`src/design/dpf_pkg.sv`:
```
package dpf_pkg;

	// field widths
	localparam int COORD_W  = 32;
	localparam int SS_W     = 31;
	localparam int DF_W     = 16;
	localparam int PITCH_W  = 16;

	// internal widths
	localparam int MAG_W    = COORD_W + 1;          // |difference| of two coordinates
	localparam int POS_W    = 6;                    // index of leading one in MAG_W bits
	localparam int NORM_W   = 24;                   // normalised magnitude
	localparam int NORM_MSB = NORM_W - 1;
	localparam int LEN_W    = 25;                   // vector length after square root
	localparam int SUMSQ_W  = 2 * LEN_W;            // sum of squares
	localparam int DOT_W    = 57;                   // |dot product|
	localparam int QD_W     = 34;                   // projection quotient bits
	localparam int CAP_W    = SS_W + 8;             // sound_speed * 256
	localparam int VEL_W    = CAP_W + 1;            // capped signed projection
	localparam int PROD_W   = DF_W + 1 + VEL_W;     // doppler_scale * projection
	localparam int ND_W     = 52;                   // numerator and denominator
	localparam int PQ_W     = PITCH_W;              // pitch quotient bits

	localparam logic [SS_W-1:0]    SOUND_SPEED_RST = 31'd140615680;
	localparam logic [PITCH_W-1:0] PITCH_ONE = 16'd16384;
	localparam logic [PITCH_W-1:0] PITCH_MIN = 16'd8192;
	localparam logic [PITCH_W-1:0] PITCH_MAX = 16'd32768;

	typedef enum logic [3:0] {
		CFG_LPOS_X   = 4'd0,
		CFG_LPOS_Y   = 4'd1,
		CFG_LPOS_Z   = 4'd2,
		CFG_LVEL_X   = 4'd3,
		CFG_LVEL_Y   = 4'd4,
		CFG_LVEL_Z   = 4'd5,
		CFG_SPEED    = 4'd6,
		CFG_DOPPLER  = 4'd7
	} cfg_idx_t;

	typedef struct packed {
		logic signed [COORD_W-1:0] src_pos_x;
		logic signed [COORD_W-1:0] src_pos_y;
		logic signed [COORD_W-1:0] src_pos_z;
		logic signed [COORD_W-1:0] src_vel_x;
		logic signed [COORD_W-1:0] src_vel_y;
		logic signed [COORD_W-1:0] src_vel_z;
	} src_t;

	typedef struct packed {
		logic [PITCH_W-1:0] pitch_factor;
		logic               clamped;
	} res_t;

	// sideband alongside the square root cells
	typedef struct packed {
		logic             zero;
		logic             l_neg;
		logic             s_neg;
		logic [DOT_W-1:0] l_abs;
		logic [DOT_W-1:0] s_abs;
	} sqrt_sb_t;

	// sideband alongside the projection divider cells
	typedef struct packed {
		logic zero;
		logic l_neg;
		logic s_neg;
	} div_sb_t;

	// sideband alongside the pitch divider cells
	typedef struct packed {
		logic zero;
		logic sat_hi;
		logic sat_lo;
	} pq_sb_t;

endpackage

```
`src/design/dpf_div_cell.sv`:
```
// One restoring division step: bring down a dividend bit, subtract when it fits.
module dpf_div_cell #(
	parameter int DW = dpf_pkg::LEN_W,
	parameter int NW = dpf_pkg::QD_W
) (
	input  logic          clk,
	input  logic [DW-1:0] rem_in,
	input  logic [DW-1:0] dvs_in,
	input  logic [NW-1:0] nq_in,
	output logic [DW-1:0] rem_q,
	output logic [DW-1:0] dvs_q,
	output logic [NW-1:0] nq_q
);

	logic [DW:0]   t;
	logic [DW:0]   diff;
	logic          ge;
	logic [DW-1:0] rem_n;

	always_comb begin
		t     = {rem_in, nq_in[NW-1]};
		diff  = t - {1'b0, dvs_in};
		ge    = (t >= {1'b0, dvs_in});
		rem_n = ge ? diff[DW-1:0] : t[DW-1:0];
	end

	always_ff @(posedge clk) begin
		rem_q <= rem_n;
		dvs_q <= dvs_in;
		nq_q  <= {nq_in[NW-2:0], ge};
	end

endmodule

```
`config.mk`:
```
export PLATFORM = sky130hd
export DESIGN_NAME = dpf_div_cell
export DESIGN_NICKNAME = d
export VERILOG_FILES = /design/src/design/dpf_pkg.sv /design/src/design/dpf_div_cell.sv
export SDC_FILE = /design/constraint.sdc
export NUM_CORES = 1
export LEC_CHECK = 0
export BUFFER_PORTS_ARGS = -buffer_cell sky130_fd_sc_hd__buf_2
export CORE_ASPECT_RATIO = 0.5
export CORE_MARGIN = 5
export CORE_UTILIZATION = 41
export DETAILED_ROUTE_END_ITERATION = 7
export PLACE_DENSITY = 0.75
export SLEW_MARGIN = 20
export SYNTH_ARGS = -nofsm -noshare
export SYNTH_HDL_FRONTEND = slang
export SYNTH_SLANG_ARGS = --single-unit
```
`constraint.sdc`:
```
create_clock -name clk -period 2.83 [get_ports clk]
set_input_delay 0.1415 -clock clk [delete_from_list [all_inputs] [get_ports clk]]
set_output_delay 0.1415 -clock clk [all_outputs]
set_load 0.03 [all_outputs]
```
==> out/results.txt <==
First-pass GRT wire length: 15800 um
Slew headroom: 0.679
Die height: 75.3 um
CP most frequent cell: buf_4
CP Capture Type: flop
Total routed wirelength: 10200 um
Mapped Cells: 334
Initial DRC Count: 197
Final hold violations: 0
Final setup viols: 0
Hold_ws: 0.0471 ns
Max stage delay on crit path: 0.53 ns
Initial core utilization: 0.429
DR DRC count: 0
Async set-or-reset flop fraction in the synthesized netlist: 0
Antenna cells: 0
Post-CTS Setup Bufs: 0
Clock buffer depth: 2
Setup Total Neg Slack: 0 ns
Die width: 141 um
Largest net degree at the start of global routing: 22
Root Driver: clkbuf_16
CP Data Arrival Time: 2.93 ns
CP max-delay cell: dlygate4sd3_1
Number of global-route vias before repair: 3239
Type of the tightest min-delay check: in -> reg
YS warnings: 0
Share of the synthesized area in the top cell type: 0.482
Area of the mapped netlist: 3490 um^2
GR Util All Layers: 0.192
Max-slew violation count: 0
Post-DP HPWL: 7380 um
Pwr dens: 658 nW/um^2
CTS HTree Levels: 3
Final instance area: 5450 um^2
Status: finished clean
Max-cap violations: 0
Vias per cell: 4.74
Clock slew at reported path FFs: 0.06 ns
Syn-to-layout area delta: 56.2%
Top FF cell, synth: dfxtp_1
Period minus WS final: 2.71 ns
CTS tree: built
DR WL/cell: 14.7 um
Avg Inst Size Synth: 10.5 um^2
Power, Total: 0.00359 W
Sequential area share after synthesis: 0.482
Synth area leaders: dfxtp_1, ha_1, mux2_4
Die ar.: 10600 um^2
Ratio of cells with drive above 1 in the final layout: 0.390
Unrepaired setup endpoints after global routing: no
Port Buffers: 168
CP required: 3.06 ns
Router iterations before antenna repair: 4
Final Util: 0.670
I/O pins: 169
Initial antenna violation count: 0
Final worst-path cycle share: 0.956
Layout Nets: 688
VDD IR max: 416 uV
TritonCTS Buffers: 9
CP Class: in -> reg
Core box area: 8140 um^2
Max Clk Rate: 0.370 GHz
Most common cell in the netlist: dfxtp_1
Lkg Pwr: 2.71 nW
Clock sinks: 84
Crit start category: input port
Row cnt: 23
Number of vias in the routed layout: 3288
Placed cell areas: 4530 um^2
FF+latch count, synth: 84
EDFF count, synth: 0
Cell variety after synth: 52
Synth top cells by count: dfxtp_1, inv_1, a21oi_1
Area leader, netlist: dfxtp_1
Slew of the pin with the lowest slew margin: 0.479 ns
Total congestion overflow: 0
Post-Syn Nets: 445
Antenna-violating nets left: 0
CP max FO: 3
Gpl congestion: 0.889
Cell Chain, Critical Path: dlygate4sd3_1 > buf_2 > inv_1 > ha_1 > a21o_1 > a211oi_1 > buf_4 > nand3_1 > a2111o_1 > and3_4 > nor2_8 > buf_4 > mux2_2
[worst paths after layout]
kind       start        to  slack (ns)  cells past startpoint
max   dvs_in[15]  rem_q[1]        0.12                     13
min    rem_in[5]  rem_q[6]        0.05                      2
[logic make-up (layout without fill, tap and decap cells)]
| kind of cell | Yosys count | count (layout) | share of synthesized area |
|---|---|---|---|
| simple gates | 68 | 68 | 0.105 |
| fa+ha+maj | 26 | 26 | 0.0953 |
| compound gates | 75 | 75 | 0.140 |
| flops | 84 | 84 | 0.482 |
| xor+xnor | 22 | 22 | 0.0552 |
| mux | 18 | 18 | 0.0706 |
| buf+inv | 41 | 289 | 0.0527 |
[placed cells by master (no fill, tap or decap), types with 2 or more instances in the layout]
cell,instances
o21a_1,4
nand2b_1,4
and3_1,3
xnor2_1,19
buf_2,168
bufinv_16,2
xor2_1,3
or3_1,2
nand4_1,5
inv_1,30
a211o_1,2
o21ai_0,9
a31oi_1,3
mux2_4,12
clkbuf_16,9
clkinv_4,3
dfxtp_1,84
a21o_1,7
nand3_1,4
nor2_1,11
o211ai_1,2
nor3_1,13
a21oi_1,27
a31o_2,3
nor2b_1,3
clkbuf_1,2
a211oi_1,5
ha_1,25
dlygate4sd3_1,58
mux2_2,5
nand2_1,14
buf_4,16
[power breakdown]
| part | switching [W] | total (W) | leakage (nW) | internal [W] |
|---|---|---|---|---|
| clock network | 0.000468 | 0.00125 | 0.154 | 0.000778 |
| logic | 0.000583 | 0.00101 | 1.84 | 0.000424 |
| registers | 0.0000301 | 0.00134 | 0.709 | 0.00131 |
| total | 0.00108 | 0.00359 | 2.71 | 0.00251 |
[timing repair]
item,4_1_cts,5_1_grt
hold buffers,58,0
setup endpoints to repair,0,22
hold endpoints to repair,58,0
resized for setup,0,7
[per-layer routing]
metal,GRT usage,up-vias,part of all wire
li1,-,1648,-
met1,0.228,1502,0.41
met2,0.340,126,0.50
met3,0.0590,12,0.078
met4,0.0655,0,0.013
met5,0,-,0
[critical path: cells and delay by family]
family                   cells  cell delay [ns]
AO/OA/AOI/OAI                3             0.84
adder cells (fa/ha/maj)      1             0.28
buffers and inverters        5             0.98
multiplexers                 1             0.32
AND/OR/NAND/NOR              3             0.37
[layout make-up]
class	instances	area, um^2
Timing Repair Buffer	242	1540
Clock inverter	5	86.3
Sequential cell	84	1680
Multi-Input combinational cell	209	1650
Inverter	31	121
Fill cell	626	2690
Tap cell	112	140
Clock buffer	11	233
[sequential cells by signal, summed over array words and instances (netlist names)]
signal	flops
dvs_q	25
nq_q	34
rem_q	25
[metrics by stage]
step           setup WS [ns]  std cells
3_5_place_dp          -0.110        620
4_1_cts               0.0624        694
2_1_floorplan         0.0154        334
5_1_grt              0.00499        694
6_report               0.124        694
3_3_place_gp        -0.00961        620
No activity file was read; power rests on OpenSTA's default activity.
