File: config.mk
export PLATFORM = sky130hd
export DESIGN_NAME = dpf_sqrt_cell
export DESIGN_NICKNAME = d
export VERILOG_FILES = /design/src/design/dpf_pkg.sv /design/src/design/dpf_sqrt_cell.sv
export SDC_FILE = /design/constraint.sdc
export NUM_CORES = 1
export LEC_CHECK = 0
export ABC_AREA = 1
export BUFFER_PORTS_ARGS = -buffer_cell sky130_fd_sc_hd__clkbuf_2
export CAP_MARGIN = 0
export CORE_MARGIN = 2
export CORE_UTILIZATION = 48
export CTS_CLUSTER_DIAMETER = 150
export DETAILED_ROUTE_END_ITERATION = 12
export PLACE_DENSITY = 0.8
export SLEW_MARGIN = 30
export SYNTH_ARGS = -nofsm -noshare
export SYNTH_HDL_FRONTEND = slang
export SYNTH_SLANG_ARGS = --single-unit
export TNS_END_PERCENT = 50
File: constraint.sdc
create_clock -name clk -period 1.88 [get_ports clk]
set_input_delay 0.188 -clock clk [delete_from_list [all_inputs] [get_ports clk]]
set_output_delay 0.188 -clock clk [all_outputs]
set_load 0.02 [all_outputs]
File: src/design/dpf_pkg.sv
package dpf_pkg;

	// field widths
	localparam int COORD_W  = 32;
	localparam int SS_W     = 31;
	localparam int DF_W     = 16;
	localparam int PITCH_W  = 16;

	// internal widths
	localparam int MAG_W    = COORD_W + 1;          // |difference| of two coordinates
	localparam int POS_W    = 6;                    // index of leading one in MAG_W bits
	localparam int NORM_W   = 24;                   // normalised magnitude
	localparam int NORM_MSB = NORM_W - 1;
	localparam int LEN_W    = 25;                   // vector length after square root
	localparam int SUMSQ_W  = 2 * LEN_W;            // sum of squares
	localparam int DOT_W    = 57;                   // |dot product|
	localparam int QD_W     = 34;                   // projection quotient bits
	localparam int CAP_W    = SS_W + 8;             // sound_speed * 256
	localparam int VEL_W    = CAP_W + 1;            // capped signed projection
	localparam int PROD_W   = DF_W + 1 + VEL_W;     // doppler_scale * projection
	localparam int ND_W     = 52;                   // numerator and denominator
	localparam int PQ_W     = PITCH_W;              // pitch quotient bits

	localparam logic [SS_W-1:0]    SOUND_SPEED_RST = 31'd140615680;
	localparam logic [PITCH_W-1:0] PITCH_ONE = 16'd16384;
	localparam logic [PITCH_W-1:0] PITCH_MIN = 16'd8192;
	localparam logic [PITCH_W-1:0] PITCH_MAX = 16'd32768;

	typedef enum logic [3:0] {
		CFG_LPOS_X   = 4'd0,
		CFG_LPOS_Y   = 4'd1,
		CFG_LPOS_Z   = 4'd2,
		CFG_LVEL_X   = 4'd3,
		CFG_LVEL_Y   = 4'd4,
		CFG_LVEL_Z   = 4'd5,
		CFG_SPEED    = 4'd6,
		CFG_DOPPLER  = 4'd7
	} cfg_idx_t;

	typedef struct packed {
		logic signed [COORD_W-1:0] src_pos_x;
		logic signed [COORD_W-1:0] src_pos_y;
		logic signed [COORD_W-1:0] src_pos_z;
		logic signed [COORD_W-1:0] src_vel_x;
		logic signed [COORD_W-1:0] src_vel_y;
		logic signed [COORD_W-1:0] src_vel_z;
	} src_t;

	typedef struct packed {
		logic [PITCH_W-1:0] pitch_factor;
		logic               clamped;
	} res_t;

	// sideband alongside the square root cells
	typedef struct packed {
		logic             zero;
		logic             l_neg;
		logic             s_neg;
		logic [DOT_W-1:0] l_abs;
		logic [DOT_W-1:0] s_abs;
	} sqrt_sb_t;

	// sideband alongside the projection divider cells
	typedef struct packed {
		logic zero;
		logic l_neg;
		logic s_neg;
	} div_sb_t;

	// sideband alongside the pitch divider cells
	typedef struct packed {
		logic zero;
		logic sat_hi;
		logic sat_lo;
	} pq_sb_t;

endpackage

File: src/design/dpf_sqrt_cell.sv
// One digit of a restoring square root: bring down two radicand bits.
module dpf_sqrt_cell #(
	parameter int RW = dpf_pkg::LEN_W,
	parameter int XW = dpf_pkg::SUMSQ_W
) (
	input  logic          clk,
	input  logic [RW+1:0] rem_in,
	input  logic [RW-1:0] root_in,
	input  logic [XW-1:0] x_in,
	output logic [RW+1:0] rem_q,
	output logic [RW-1:0] root_q,
	output logic [XW-1:0] x_q
);

	logic [RW+3:0] t;
	logic [RW+3:0] trial;
	logic [RW+3:0] diff;
	logic          ge;
	logic [RW+1:0] rem_n;

	always_comb begin
		t     = {rem_in, x_in[XW-1:XW-2]};
		trial = {2'b00, root_in, 2'b01};
		diff  = t - trial;
		ge    = (t >= trial);
		rem_n = ge ? diff[RW+1:0] : t[RW+1:0];
	end

	always_ff @(posedge clk) begin
		rem_q  <= rem_n;
		root_q <= {root_in[RW-2:0], ge};
		x_q    <= {x_in[XW-3:0], 2'b00};
	end

endmodule

==> impl_metrics.tcl, run 1 <==
set metrics [dict create \
    coreArea_um2 9640 \
    fp.dieH_um 103 \
    crit_arrival_ns 1.88 \
    crit_path_start_kind "input port" \
    yosysMostFrequentCell "nand2_1" \
    grt_setup_unrepaired "false" \
    end_kind "flop" \
    grt_max_degree 25 \
    drtPass1Iterations 7 \
    tritoncts "yes" \
    netlist_area_um2 4700 \
    holdCritPathClass "input port to flop" \
    grt_pass1_wl_um 24700 \
    fmax_ghz 0.611 \
    status "finished, final reports clean" \
    min-delay-start "rem_in[1]" \
    criticalPathCategory "input port to flop" \
    die_area_um2 10600 \
    setup_tns_ns 0 \
    grt_pass1_vias 5157 \
    fin_nets 1085 \
    synth_commonest_cells "209 x nand2_1, 122 x inv_1, 100 x dfxtp_1" \
    drive_gt1_share_pct 31.6 \
    whs_path_depth 3 \
    synth_edf_count 0 \
    vias 5310 \
    ir_drop_mv 0.433 \
    fillers 758 \
    postRouteAntennaNets 0 \
    synth_warnings 0 \
    p_leak_uw 0.00404 \
    synth_area_leaders "dfxtp_1 43%, nand2_1 17%, inv_1 9.7%" \
    grt-ovfl-total 0 \
    gp_congestion 1.01 \
    grt_antenna_before_repair 1 \
    power.density_nw_per_um2 767 \
    worst-path-max-fanout 8 \
    clkSinkCount 100 \
    place_area_um2 6140 \
    setup_viol 0 \
    post-route-min-period_ns 1.64 \
    initial_utilization_pct 48.8 \
    seq_area_um2 2000 \
    holdWs_ns 0.0459 \
    cts.htree.levels 3 \
    clockRootBuffer "clkbuf_8" \
    min_period_over_period_pct 87.0 \
    grt_use_total_pct 30.1 \
    worstPathRequired_ns 2.13 \
    portBuffers 202 \
    clkTransAtPathRegs_ns 0.11 \
    ys_ff_latch 100 \
    multi_input_area_um2 2120 \
    first_iter_violations 293 \
    cts_buffers 9 \
    totalWireLength_um 16800 \
    finalHoldViolations 0 \
    wl_per_cell_um 15.4 \
    die_x_um 103 \
    ios 205 \
    postSynth.asyncResetShare_pct 0 \
    cts_max_path_buffers 2 \
    ys_types 29 \
    maxCapViolations 0 \
    routed_via_density 4.85 \
    post-cts-setup-buffer-count 0 \
    synthCells 636 \
    drc_errors 0 \
    total_power_uw 5410 \
    min_to "rem_q[3]" \
    syn_area_per_cell_um2 7.39 \
    rows 36 \
    yosysTopAreaCell "dfxtp_1" \
    ys.flop_type "dfxtp_1" \
    stdcell_area_um2 7060 \
    maxSlewViolCount 0 \
    yosysSeqAreaShare_pct 42.6 \
    synth_top_area_share_pct 42.6 \
    hpwl_um 10900 \
    area_growth_pct 50.2 \
]
[kinds of logic after synthesis]
| kind of cell | Yosys count | synth area share (%) |
|---|---|---|
| other cells | 1 | 0.0798 |
| flops | 100 | 42.6 |
| buf+inv | 136 | 12.4 |
| simple gates | 337 | 32.8 |
| xor+xnor | 13 | 2.42 |
| compound gates | 22 | 2.45 |
| fa+ha+maj | 27 | 7.19 |
[per-layer routing]
metal	part of all wire, %	global-route usage [%]	vias to the layer above
met5	0	0	-
met4	4.2	15.2	0
met3	9.0	7.73	66
met2	48	51.8	276
met1	39	34.5	2397
li1	-	-	2571
[final cells by class]
type                            count  share of cell area (%)
Clock buffer                       10                    1.95
Sequential cell                   100                    28.4
Timing Repair Buffer              317                    29.8
Multi-Input combinational cell    401                    30.0
Tap cell                          133                    2.36
Antenna cell                        1                  0.0355
Clock inverter                      6                   0.780
Inverter                          126                    6.70
[power breakdown]
part           leakage, µW  internal, µW  switching, µW
combinational      0.00310           660            987
clock            0.0000929           544            836
sequential        0.000844          2320           66.0
[stage by stage]
stage	util, %	setup slack [ns]	instances
floorplan	-	0.253	637
global placement	63.7	-0.0428	1005
detailed placement	63.7	-0.0241	1005
CTS	73.2	0.353	1093
global route	73.2	0.115	1094
finish	73.2	0.244	1094
[worst max-delay path by stage]
stage                            from         to  slack (ns)  cells after the start
after floorplan           root_in[15]  rem_q[20]        0.25                     12
after global placement    root_in[15]  rem_q[12]       -0.04                     13
after detailed placement  root_in[18]  rem_q[23]       -0.02                     12
after CTS                 root_in[18]  rem_q[12]        0.35                     13
after global routing      root_in[10]  rem_q[13]        0.11                     13
final                     root_in[15]  rem_q[13]        0.24                     13
[worst max-delay path, stage by stage]
cell,delay [ns]
clkbuf_2,0.09
inv_1,0.04
ha_1,0.35
nand2_1,0.14
nor2_2,0.18
nand2_1,0.12
nor2_1,0.10
nand2_1,0.09
nand3_2,0.10
nand2_2,0.08
buf_4,0.19
nand3_1,0.12
nand2_1,0.09
[what timing repair did]
action                    in CTS  in global routing
hold buffers                  72                  0
resized for setup              0                  0
hold endpoints to repair      72                  0
[cells in the final DEF, fill, tap and decap left out, types with 2 or more instances in the layout]
cell type      netlist  layout
o21ai_0              4       4
conb_1               1       2
buf_4                2      39
nand2_1            209     209
nand3_2             22      22
a21oi_1             15      15
dlygate4sd3_1        0      72
xor2_1              10      10
buf_12               1       4
nand2_2              8       8
inv_8                0       2
clkbuf_2             0     202
xnor2_1              3       3
nor2_1              28      28
nand3_1             43      43
nor3_1               5       5
nor2_2               8       8
clkinvlp_4           0       2
ha_1                27      27
dfxtp_1            100     100
inv_2                3       3
inv_1              122     122
clkbuf_8             0      10
nand4_1             11      11
[registers in the layout, summed over array words and instances, names as in the netlist]
register,count
x_q,48
root_q,25
rem_q,27
No activity file was read; power rests on OpenSTA's default activity.
==> inputs of run 2 (changes only) <==
--- a/config.mk
+++ b/config.mk
@@ -9,10 +9,11 @@
 export BUFFER_PORTS_ARGS = -buffer_cell sky130_fd_sc_hd__clkbuf_2
 export CAP_MARGIN = 0
 export CORE_MARGIN = 2
-export CORE_UTILIZATION = 48
+export CORE_UTILIZATION = 49
+export CTS_BUF_LIST = sky130_fd_sc_hd__clkbuf_8
 export CTS_CLUSTER_DIAMETER = 150
 export DETAILED_ROUTE_END_ITERATION = 12
-export PLACE_DENSITY = 0.8
+export PLACE_DENSITY = 0.81
 export SLEW_MARGIN = 30
 export SYNTH_ARGS = -nofsm -noshare
 export SYNTH_HDL_FRONTEND = slang
==> impl_metrics.tcl, run 2 (synthesized netlist as in run 1, its figures left out) <==
set metrics [dict create \
    status "finished, final reports clean" \
    grt_pass1_wl_um 25400 \
    tritoncts "yes" \
    gp_congestion 0.976 \
    coreArea_um2 9280 \
    holdWs_ns 0.0465 \
    finalHoldViolations 0 \
    crit_path_start_kind "input port" \
    clkSinkCount 100 \
    layout_common_cells "209 x nand2_1, 202 x clkbuf_2, 122 x inv_1" \
    fp.dieH_um 102 \
    fillers 682 \
    grt_setup_unrepaired "false" \
    crit_arrival_ns 1.91 \
    grt_pass1_vias 5216 \
    drive_gt1_share_pct 30.5 \
    vias 5242 \
    die_x_um 102 \
    reg_top3 "x_q: 48 flops, rem_q: 27 flops, root_q: 25 flops" \
    wl_per_cell_um 15.6 \
    drtPass1Iterations 5 \
    cts_buffers 9 \
    routed_via_density 4.88 \
    area_growth_pct 47.5 \
    maxSlewViolCount 0 \
    clockRootBuffer "clkbuf_8" \
    setup_viol 0 \
    pwr-share-clk_pct 25.3 \
    criticalPathCategory "input port to flop" \
    clkTransAtPathRegs_ns 0.10 \
    die_area_um2 10400 \
    fmax_ghz 0.609 \
    post-cts-setup-buffer-count 0 \
    hpwl_um 10600 \
    min_period_over_period_pct 87.3 \
    ios 205 \
    p_switching_uw 1870 \
    cts_max_path_buffers 2 \
    first_iter_violations 243 \
    worstSetupStartpoint "root_in[9]" \
    post-route-min-period_ns 1.64 \
    grt_use_total_pct 32.0 \
    fin_nets 1071 \
    maxCapViolations 0 \
    holdCritPathClass "input port to flop" \
    cts.htree.levels 3 \
    p_leak_uw 0.00396 \
    top_register "x_q" \
    ir_drop_mv 0.424 \
    grt-ovfl-total 0 \
    min-delay-start "rem_in[3]" \
    largest_reg_flops 48 \
    end_kind "flop" \
    postRouteAntennaNets 0 \
    drc_errors 0 \
    worst-path-max-fanout 8 \
    portBuffers 202 \
    grt_antenna_before_repair 0 \
    totalWireLength_um 16800 \
    swShare_pct 34.8 \
    p_int_uw 3490 \
    rows 35 \
    final_common_cell "nand2_1" \
    setup_tns_ns 0 \
    diodes 0 \
    power_frac_seq_pct 44.5 \
    grt_max_degree 27 \
    worstPathRequired_ns 2.14 \
    p_comb_share_pct 30.1 \
    initial_utilization_pct 50.6 \
    power.density_nw_per_um2 773 \
]
[run 2: through the flow]
step	total power [µW]	cells	utilization (%)	setup WS, ns	instance area, µm²
floorplan	3300	637	-	0.253	4700
detailed placement	3840	987	64.8	-0.00478	6020
global route	5610	1075	74.7	0.116	6930
CTS	5280	1075	74.7	0.364	6930
global placement	3820	987	64.8	-0.000689	6020
finish	5360	1075	74.7	0.239	6930
[run 2: worst paths after layout]
check                    to  cells past startpoint  slack [ns]
setup / recovery  rem_q[18]                     16        0.24
hold / removal     rem_q[5]                      3        0.05
[run 2: layer usage]
| metal | routed length [µm] | track usage [%] |
|---|---|---|
| met1 | 6400 | 34.9 |
| met5 | 0 | 0 |
| met3 | 1250 | 7.59 |
| met4 | 960 | 19.4 |
| met2 | 8160 | 56.0 |
[run 2: cell type report]
class                           count  area [µm²]  share of cell area [%]
Sequential cell                   100        2000                    28.9
Clock inverter                      6        53.8                   0.776
Tap cell                          129         161                    2.33
Clock buffer                       10         138                    1.99
Multi-Input combinational cell    401        2120                    30.5
Timing Repair Buffer              303        1990                    28.7
Inverter                          126         473                    6.82
[run 2: timing repair]
item / CTS / global route
hold buffers: 72 / 0
endpoints found under the hold margin: 72 / 0
gates resized for setup: 0 / 0
[run 2: worst max-delay path, cell delays in order]
cell      delay (ns)
clkbuf_2        0.13
inv_1           0.07
ha_1            0.34
nand2_1         0.15
inv_1           0.07
nand2_1         0.08
nand2_1         0.09
inv_1           0.07
nand2_1         0.07
inv_2           0.05
nand2_1         0.07
nand2_1         0.08
nand3_2         0.10
buf_4           0.19
nand3_1         0.10
nand2_1         0.06
[run 2: power groups by stage]
stage / Sequential, µW / Combinational (µW) / Clock [µW]
global placement: 2410 / 1410 / 0
detailed placement: 2420 / 1420 / 0
CTS: 2370 / 1550 / 1350
finish: 2390 / 1610 / 1360
floorplan: 2680 / 625 / 0
global route: 2400 / 1760 / 1450
==> inputs of run 3 (changes only) <==
--- a/config.mk
+++ b/config.mk
@@ -9,11 +9,11 @@
 export BUFFER_PORTS_ARGS = -buffer_cell sky130_fd_sc_hd__clkbuf_2
 export CAP_MARGIN = 0
 export CORE_MARGIN = 2
-export CORE_UTILIZATION = 49
+export CORE_UTILIZATION = 44
 export CTS_BUF_LIST = sky130_fd_sc_hd__clkbuf_8
 export CTS_CLUSTER_DIAMETER = 150
 export DETAILED_ROUTE_END_ITERATION = 12
-export PLACE_DENSITY = 0.81
+export PLACE_DENSITY = 0.77
 export SLEW_MARGIN = 30
 export SYNTH_ARGS = -nofsm -noshare
 export SYNTH_HDL_FRONTEND = slang
==> constraint.sdc (replaced) <==
create_clock -name clk -period 1.5 [get_ports clk]
set_input_delay 0.15 -clock clk [delete_from_list [all_inputs] [get_ports clk]]
set_output_delay 0.15 -clock clk [all_outputs]
set_load 0.02 [all_outputs]
==> impl_metrics.tcl, run 3 (synthesized netlist as in run 1, its figures left out) <==
set metrics [dict create \
    status "finished, final reports clean" \
    power.density_nw_per_um2 888 \
    grt_pass1_vias 5384 \
    die_x_um 107 \
    grt_use_total_pct 28.2 \
    crit_path_start_kind "input port" \
    finalHoldViolations 0 \
    worstPathRequired_ns 1.78 \
    grt_pass1_wl_um 25400 \
    vias 5261 \
    tritoncts "yes" \
    rows 37 \
    first_iter_violations 216 \
    reg_top3 "x_q: 48 flops, rem_q: 27 flops, root_q: 25 flops" \
    critPathMaxStageDelay_ns 0.38 \
    crit_family "simple AND/OR/NAND/NOR gates" \
    drive_gt1_share_pct 39.6 \
    cts_max_path_buffers 2 \
    worst-path-max-fanout 13 \
    fmax_ghz 0.722 \
    drc_errors 0 \
    p_leak_uw 0.00434 \
    crit_chain "clkbuf_2, inv_1, ha_2, nand2_1, inv_1, nand2_1, nand2_1, nand2_1, nand3_2, nand2_4, buf_12, nand3_1, nand2_1" \
    portBuffers 202 \
    end_kind "flop" \
    gp_congestion 0.929 \
    min-delay-start "rem_in[18]" \
    final_common_cell "clkbuf_2" \
    holdWs_ns 0.0285 \
    grt_max_degree 30 \
    cpMostUsedCell "nand2_1" \
    maxSlewViolCount 0 \
    clkTransAtPathRegs_ns 0.10 \
    grt_antenna_before_repair 0 \
    setup_viol 0 \
    coreArea_um2 10400 \
    total_power_uw 6970 \
    layout_common_cells "202 x clkbuf_2, 198 x nand2_1, 118 x inv_1" \
    crit_arrival_ns 1.67 \
    fin_nets 1141 \
    diodes 0 \
    cts.htree.levels 3 \
    top_register "x_q" \
    criticalPathCategory "input port to flop" \
    min_period_over_period_pct 92.4 \
    worstSetupStartpoint "root_in[1]" \
    hpwl_um 11600 \
    fillers 780 \
    cp_slowest_cell "ha_2" \
    whs_path_depth 3 \
    fp.dieH_um 107 \
    wl_per_cell_um 14.3 \
    die_area_um2 11500 \
    holdCritPathClass "input port to flop" \
    ios 205 \
    postRouteAntennaNets 0 \
    maxCapViolations 0 \
    largest_reg_flops 48 \
    path_buf_inv 4 \
    min_to "rem_q[20]" \
    grt-ovfl-total 0 \
    cts_buffers 9 \
    drtPass1Iterations 4 \
    totalWireLength_um 16500 \
    routed_via_density 4.57 \
    initial_utilization_pct 45.3 \
    area_growth_pct 67.0 \
    post-route-min-period_ns 1.39 \
    clockRootBuffer "clkbuf_8" \
    clkSinkCount 100 \
    ir_drop_mv 0.636 \
]
## run 3: cell types whose count changed in the layout (fill, tap and decap cells not counted), sizes merged
cell	previous run	this run
inv	128	129
buf	29	98
clkinvlp	1	0
## run 3: cell type report
cell class / count / area (µm²) / share of cell area, %
tap: 136 / 170 / 2.17
clock buffer: 9 / 124 / 1.58
clock inverter: 6 / 52.6 / 0.670
multi-input combinational: 401 / 2480 / 31.6
inverter: 126 / 473 / 6.03
timing repair buffer: 373 / 2540 / 32.4
sequential: 100 / 2000 / 25.5
## run 3: power by group
part,internal [µW],switching [µW]
clock,625,1030
sequential,2910,83.6
combinational,1040,1290
## run 3: metal layers
metal / vias to the layer above / GRT usage [%] / wire [µm]
met5: - / 0 / 0
met3: 43 / 6.84 / 1110
met4: 0 / 12.6 / 565
li1: 2682 / - / -
met2: 182 / 51.9 / 8380
met1: 2354 / 30.4 / 6410
## run 3: worst max-delay path by stage
| stage | to | slack [ns] | depth (start not counted) |
|---|---|---|---|
| global placement | rem_q[26] | -0.28 | 13 |
| global route | rem_q[26] | -0.0003 | 13 |
| CTS | rem_q[14] | 0.1 | 13 |
| detailed placement | rem_q[14] | -0.32 | 13 |
| finish | rem_q[26] | 0.11 | 13 |
| floorplan | rem_q[4] | -0.003 | 14 |
## run 3: stage by stage
step	setup WS (ns)	util [%]	cell area [µm²]	instances	setup TNS [ns]
5_1_grt	-0.000287	75.7	7850	1151	-0.000287
6_report	0.114	75.7	7850	1151	0
2_1_floorplan	-0.00260	-	5010	637	-0.0225
4_1_cts	0.0992	74.8	7750	1149	0
3_3_place_gp	-0.281	66.1	6860	1062	-6.80
3_5_place_dp	-0.317	66.1	6860	1062	-7.85
## run 3: timing repair
action                                  4_1_cts  5_1_grt
endpoints found under the hold margin        72        0
resized for setup                             0       14
setup buffers                                 0        1
hold buffers                                 72        0
endpoints found under the setup margin        0       22
